==> config.mk <==
export PLATFORM = sky130hd
export DESIGN_NAME = rmq_div_lane
export DESIGN_NICKNAME = d
export VERILOG_FILES = /design/src/rtl/core/rmq_pkg.sv /design/src/rtl/core/rmq_div_lane.sv
export SDC_FILE = /design/constraint.sdc
export NUM_CORES = 2
export LEC_CHECK = 0
export BUFFER_PORTS_ARGS = -buffer_cell sky130_fd_sc_hd__clkbuf_2
export CAP_MARGIN = 10
export CORE_UTILIZATION = 26
export CTS_CLUSTER_DIAMETER = 30
export DETAILED_ROUTE_END_ITERATION = 8
export SYNTH_ARGS = -nofsm -noshare
export SYNTH_HDL_FRONTEND = slang
export SYNTH_SLANG_ARGS = --single-unit
==> constraint.sdc <==
create_clock -name aclk -period 10.75 [get_ports aclk]
set_input_delay 0 -clock aclk [delete_from_list [all_inputs] [get_ports aclk]]
set_output_delay 0 -clock aclk [all_outputs]
set_load 0.01 [all_outputs]
==> src/rtl/core/rmq_pkg.sv <==
`default_nettype none

package rmq_pkg;

    localparam int ONE_Q14 = 16384;

    // square root of a 32-bit word, one result bit per stage
    localparam int SQRT_STAGES = 16;
    localparam int SQRT_IN_W = 2 * SQRT_STAGES;
    localparam int ROOT_W = SQRT_STAGES;
    localparam int SQ_REM_W = ROOT_W + 2;

    // numerator |d| * 8192 + r/2, quotient bits per stage
    localparam int DIV_NUM_W = 30;
    localparam int DIV_PER_STAGE = 2;
    localparam int DIV_STAGES = DIV_NUM_W / DIV_PER_STAGE;

    localparam int DIFF_W = 18;
    localparam int WIDE_W = 19;
    localparam int RAD_W = 17;

    typedef logic [1:0] branch_t;
    localparam branch_t BR_TRACE = 2'd0;
    localparam branch_t BR_X = 2'd1;
    localparam branch_t BR_Y = 2'd2;
    localparam branch_t BR_Z = 2'd3;

    typedef struct packed {
        logic signed [15:0] m_r0c0;
        logic signed [15:0] m_r0c1;
        logic signed [15:0] m_r0c2;
        logic signed [15:0] m_r1c0;
        logic signed [15:0] m_r1c1;
        logic signed [15:0] m_r1c2;
        logic signed [15:0] m_r2c0;
        logic signed [15:0] m_r2c1;
        logic signed [15:0] m_r2c2;
    } mat_t;

    typedef struct packed {
        logic signed [15:0] q_w;
        logic signed [15:0] q_x;
        logic signed [15:0] q_y;
        logic signed [15:0] q_z;
        logic               degenerate;
    } quat_t;

    // what travels beside the arithmetic through the pipeline
    typedef struct packed {
        logic                          degen;
        branch_t                       branch;
        logic [3:0]                    neg;
        logic [ROOT_W-1:0]             root;
        logic [3:0][DIFF_W-1:0]        d;
    } side_t;

endpackage

`default_nettype wire

==> src/rtl/core/rmq_div_lane.sv <==
`default_nettype none

module rmq_div_lane (
    input  wire                           aclk,
    input  wire                           en,
    input  wire [rmq_pkg::DIV_NUM_W-1:0]  num,
    input  wire [rmq_pkg::ROOT_W-1:0]     den,
    output logic [rmq_pkg::DIV_NUM_W-1:0] quo
);

    localparam int S = rmq_pkg::DIV_STAGES;
    localparam int NW = rmq_pkg::DIV_NUM_W;
    localparam int RW = rmq_pkg::ROOT_W;

    logic [RW-1:0] st_rem [0:S];
    logic [NW-1:0] st_num [0:S];
    logic [NW-1:0] st_quo [0:S];
    logic [RW-1:0] st_den [0:S];

    logic [RW-1:0] rem_reg [1:S];
    logic [NW-1:0] num_reg [1:S];
    logic [NW-1:0] quo_reg [1:S];
    logic [RW-1:0] den_reg [1:S];

    assign st_rem[0] = '0;
    assign st_num[0] = num;
    assign st_quo[0] = '0;
    assign st_den[0] = den;

    genvar s;
    generate
        for (s = 0; s < S; s++) begin : g_stage
            logic [RW-1:0] rem_next;
            logic [NW-1:0] num_next;
            logic [NW-1:0] quo_next;

            always_comb begin
                logic [RW:0] t;
                rem_next = st_rem[s];
                num_next = st_num[s];
                quo_next = st_quo[s];
                for (int b = 0; b < rmq_pkg::DIV_PER_STAGE; b++) begin
                    t = {rem_next, num_next[NW-1]};
                    num_next = {num_next[NW-2:0], 1'b0};
                    if (t >= {1'b0, st_den[s]}) begin
                        t = t - {1'b0, st_den[s]};
                        quo_next = {quo_next[NW-2:0], 1'b1};
                    end else begin
                        quo_next = {quo_next[NW-2:0], 1'b0};
                    end
                    rem_next = t[RW-1:0];
                end
            end

            always_ff @(posedge aclk) begin
                if (en) begin
                    rem_reg[s+1] <= rem_next;
                    num_reg[s+1] <= num_next;
                    quo_reg[s+1] <= quo_next;
                    den_reg[s+1] <= st_den[s];
                end
            end

            assign st_rem[s+1] = rem_reg[s+1];
            assign st_num[s+1] = num_reg[s+1];
            assign st_quo[s+1] = quo_reg[s+1];
            assign st_den[s+1] = den_reg[s+1];
        end
    endgenerate

    assign quo = st_quo[S];

endmodule

`default_nettype wire

-- Word-level counts from Yosys, hierarchy flattened
Memory sizes are Yosys's and may differ from the RTL's.
Index checks and enable logic that the tools add are counted.
- flip-flop bits (word level): 0
- memory bits (writable): 1350
- memories: 4
- word-level logic and storage cells: 126
- bits of input ports: 48
- output and inout bits: 30
- muxes and demuxes: 62
- $lt $le $gt $ge: 30
- add/sub/neg operators: 30
- memories (memory ; depth ; bits a word ; read ports ; clocked after Yosys merged registers in ; write ports ; RTL line ; RTL):
    quo_reg ; 15 ; 30 ; 15 ; 0 ; 15 ; rmq_div_lane.sv:22 ; logic [NW-1:0] quo_reg [1:S];
    num_reg ; 15 ; 28 ; 14 ; 0 ; 15 ; rmq_div_lane.sv:21 ; logic [NW-1:0] num_reg [1:S];
    den_reg ; 15 ; 16 ; 14 ; 0 ; 15 ; rmq_div_lane.sv:23 ; logic [RW-1:0] den_reg [1:S];
    rem_reg ; 15 ; 16 ; 14 ; 0 ; 15 ; rmq_div_lane.sv:20 ; logic [RW-1:0] rem_reg [1:S];
- operators by type and width (operator ; count):
    $ge 17x16->1 ; 29
    $mux 16 ; 30
    $sub 16x16->16 ; 29
    $mux 1 ; 32
    $ge 1x16->1 ; 1
    $sub 1x16->16 ; 1

-- Longest topological paths before layout
An unclocked memory read counts as a cell.
- word-level depth: 5
- depth in mapped cells: 23
- gate-level depth less buffers: 22

-- Worst setup path after synthesis
OpenSTA, ideal clock, no wires.
- path type: reg-to-reg
- from: register rem_reg[0][133] (netlist name)
- to: register rem_reg[0][151] (netlist name)
- library setup time: 0.260 ns
- buffers on the path: 2
- cell stages (with the launch flop): 20
- required time: 10.490 ns
- arrival: 5.414 ns
- path slack: 5.076 ns
- clock period less this slack: 5.674 ns
- cells stage by stage: edfxtp_1 > ha_1 > a21oi_1 > nand2_1 > o21ai_0 > o31ai_1 > a221o_2 > o21ai_1 > buf_2 > mux2_2 > ha_1 > and3_1 > a221oi_1 > nand2_1 > a221o_2 > a31oi_4 > nor2b_2 > a2111oi_4 > buf_6 > mux2_4

==> metrics.md <==
| Metric | Value |
|---|---|
| Multi-input gate area in the final layout | 24410 sq um |
| Cell Chain, Critical Path | inv_1 > ha_1 > nor2b_1 > o31a_1 > o211ai_1 > nand3_1 > a2111oi_0 > o21a_1 > inv_1 > mux2i_1 > inv_1 > ha_1 > a21o_1 > a21oi_1 > o21ai_0 > and3_1 > a2111o_1 > a21o_1 > a221oi_2 > o211ai_2 > mux2_2 |
| FP Rows | about 170 |
| Average wire length per cell after detail routing | 15.43 microns |
| Count of buffers from port buffering | 77 |
| Critical Path Fanout Max | 23 |
| Count of distinct cell types in the synthesized netlist | 98 |
| Reg2Reg Setup Slack | approximately 4000 ps |
| Largest net degree at the start of global routing | between 150 and 200 |
| Die outline width | around 450 microns |
| Setup violators final | 0 |
| Core region area | a little over 200000 sq um |
| Run status | finished, final reports clean |
| Max stage delay on crit path | 720 ps |
| Global-route usage over all layers | 11.38% |
| Post_cts resized | 0 |
| Endpoint of the worst setup timing path | rem_reg[0][103] |
| Post-Route Skew | 86.81 ps |
| Average footprint of a synthesized cell | 11.80 sq um |
| Primary flip-flop cell chosen by synthesis mapping | sky130_fd_sc_hd__edfxtp_1 |
| Largest family of logic cells by synthesized area | compound AO/OA/AOI/OAI gates |
| Post-route antenna net violation count | 0 |
| CTS sink cnt | 898 |
| Number of slew-limit violations in the final report | 0 |
| Number of buffers on the longest clock path | 3 |
| Initial core utilization | between 20% and 30% |
| FF+latch count, synth | 898 |
| Kind of critical path | reg -> reg |
| Number of buffers added by the clock tree synthesis step | 220 |
| Startpoint of the lowest-slack register-to-register path | den_reg[0][81] |
| Maximum frequency from static timing analysis | 148.7 MHz |
| Logic depth of the worst register-to-register path | 21 |
| # diodes | 0 |
| HPWL reported at the end of detailed placement | 88.38 mm |
| TritonCTS clock tree | yes |
| EDFF count, synth | 898 |
| Die Y-Extent | 453.7 microns |
| Mapped Area | 53040 sq um |
| Dominant delay contributor by cell family on the critical path | compound AO/OA/AOI/OAI gates |
| Fill count | 20020 |
| Number of global-route vias before repair | 36420 |
| Number of gates on the worst path with buffers counted | 21 |
| Die footprint | 205800 sq um |
| Compound-gate portion of the synthesized area | 13.42% |
| DRC violation count after routing | 0 |
| Portion of the post-synthesis area used by sequential elements | 50.84% |
| Crit share post-route | 62.56% |
| Async set-or-reset flop fraction in the synthesized netlist | 0% |
| Global-route wire length before repair | ~190 mm |
| Number of hold violations in the final report | 0 |
| Setup repair after global routing missed its margin | false |
| Number of buffer and inverter stages on the critical path | 3 |
| Main area contributors after synthesis | sky130_fd_sc_hd__edfxtp_1 51%, sky130_fd_sc_hd__ha_1 11%, sky130_fd_sc_hd__mux2_2 5.1%, sky130_fd_sc_hd__xnor2_1 3.7%, sky130_fd_sc_hd__a21oi_1 2.8% |
| Shortest clock period the worst path allows after layout | 6725 ps |
| Layout-stage area growth over the synthesis result | 23.54% |
| Setup crit start kind | register |
| Buffer count from post-CTS setup fixing | 0 |
| Crit end category | register |
| Post-cts hold buffer count | 91 |
| Clock root buffer | sky130_fd_sc_hd__clkbuf_16 |
| Critical path arrival | 7240 ps |
| Number of DRC violations after detailed-routing iteration 0 | between 2000 and 2500 |
| Slew @ Worst Pin | 1127 ps |
| Setup crit start | den_reg[0][81] |
| Sum of negative setup slack | 0 ps |
| Last weighted congestion value of the routability-driven placer | around 0.9 |
| Slowest CP cell | sky130_fd_sc_hd__o21a_1 |
| Most prevalent standard cell on the critical path | sky130_fd_sc_hd__inv_1 |
| Number of antenna violations at the first check in global routing | 1 |
| Relative slew slack | between 20% and 30% |
| Dominant cell by count in the synthesized netlist | sky130_fd_sc_hd__edfxtp_1 |
| Fraction of post-synthesis cell area in the top cell type by area | 50.84% |
| Share of synthesized area spent on multiplexers | 6.197% |
| Basic-gate share of the synthesized area counting and, or, nand and nor cells | 8.780% |
| Number of placed I/O pins | 78 |
| Fraction of final layout cells sized beyond drive strength 1 | 15.68% |
| Worst hold path class | in -> reg |
| Max Cap Violations | 0 |
| Total congestion overflow after global routing | 0 |
| 1st-pass router iterations | 5 |
| Via total after detailed routing | 35770 |
| Required time at the worst-slack endpoint | 11260 ps |
| Net Count, Synth | 5038 |
| Largest register FFs | 240 |
| Synth warn | 0 |
| Post-synthesis share of cell area spent on xor and xnor gates | 5.515% |
| Worst reg2reg path endpoint | rem_reg[0][103] |
| H-tree depth | 4 |
| Clock transition at path regs | 50 ps |
| Synth top cells by count | 898 x sky130_fd_sc_hd__edfxtp_1, 466 x sky130_fd_sc_hd__ha_1, 388 x sky130_fd_sc_hd__inv_1 |
| Seq. cell area | 26970 sq um |
| Nets | 5405 |
| Post-synthesis cell count | 4496 |
| Later-pin clock latency in the skew report | 860 ps |
| Total length of routed wires | 119.2 mm |
| Post-synthesis share of cell area spent on full adders, half adders and majority gates | between 10% and 20% |
| Detail-routed via count per cell | between 4 and 5 |
| Cell type with the highest aggregate area in the netlist | sky130_fd_sc_hd__edfxtp_1 |
[layout make-up]
class / count / share of cell area [%]
sequential: 898 / 41.15
multi-input combinational: 3159 / 37.26
clock buffer: 239 / 8.511
tap: 2672 / 5.102
clock inverter: 171 / 3.405
timing repair buffer: 195 / 2.341
inverter: 389 / 2.228
[tightest hold or removal path, delay by kind of cell]
| kind | cells | cell delay, ps |
|---|---|---|
| AO/OA/AOI/OAI | 1 | 70 |
| buffers and inverters | 2 | 650 |
| AND/OR/NAND/NOR | 1 | 90 |
[how the worst min path moves through the flow]
stage | from | endpoint | slack, ps | cells past startpoint
6_report | num[28] | rem_reg[0][16] | 150 | 4
5_1_grt | num[28] | rem_reg[0][16] | 100 | 4
4_1_cts | num[28] | rem_reg[0][16] | 60 | 4
3_5_place_dp | num[17] | num_reg[0][45] | 180 | 1
3_3_place_gp | num[17] | num_reg[0][45] | 180 | 1
2_1_floorplan | den[0] | den_reg[0][16] | 100 | 0
[layer usage]
metal	part of all wire, %	vias to the layer above	global-route usage, %	routed length [microns]
met5	0.012	-	0	14
met4	3.2	2	4.962	3807
met3	3.8	253	2.162	4496
met2	49	716	19.66	57930
met1	44	17060	13.69	52950
li1	-	17740	-	-
[placed cells by master (no fill, tap or decap), types with 36 or more instances in the layout]
cell type,count
sky130_fd_sc_hd__o21ai_0,239
sky130_fd_sc_hd__a21o_1,108
sky130_fd_sc_hd__a211oi_1,36
sky130_fd_sc_hd__xnor2_1,224
sky130_fd_sc_hd__nand2b_1,49
sky130_fd_sc_hd__clkbuf_2,76
sky130_fd_sc_hd__edfxtp_1,898
sky130_fd_sc_hd__mux2_2,239
sky130_fd_sc_hd__nor2_1,281
sky130_fd_sc_hd__inv_1,388
sky130_fd_sc_hd__nand4_1,61
sky130_fd_sc_hd__o21bai_1,38
sky130_fd_sc_hd__nor3_1,77
sky130_fd_sc_hd__nor2b_1,54
sky130_fd_sc_hd__dlygate4sd3_1,91
sky130_fd_sc_hd__a21oi_1,300
sky130_fd_sc_hd__xor2_1,110
sky130_fd_sc_hd__nand3_1,66
sky130_fd_sc_hd__clkbuf_16,220
sky130_fd_sc_hd__nand2_1,213
sky130_fd_sc_hd__ha_1,466
sky130_fd_sc_hd__o21a_1,72
[logic make-up (layout without fill, tap and decap cells)]
kind of cell,count (synthesis),after routing
adder cells (fa/ha/maj),494,494
multiplexers,290,290
AO/OA/AOI/OAI,1082,1082
AND/OR/NAND/NOR,959,959
buffers and inverters,439,994
flip-flops,898,898
XOR/XNOR,334,334
[per-stage QoR]
stage          util (%)  cell area, sq um  setup slack [ps]  std cells  hold WS [ps]
2_1_floorplan         -             53040              5076       4496         98.87
5_1_grt           32.35             65520              3518       7723         98.52
3_3_place_gp      28.05             56810              4110       7222         178.2
6_report          32.35             65520              4025       7723         146.2
4_1_cts           32.35             65520              4012       7723         60.78
3_5_place_dp      28.05             56810              4107       7222         179.2
Power is left out: the tool's default activity adds up to more than one toggle a clock period on the data nets, which glitch-free logic cannot reach.
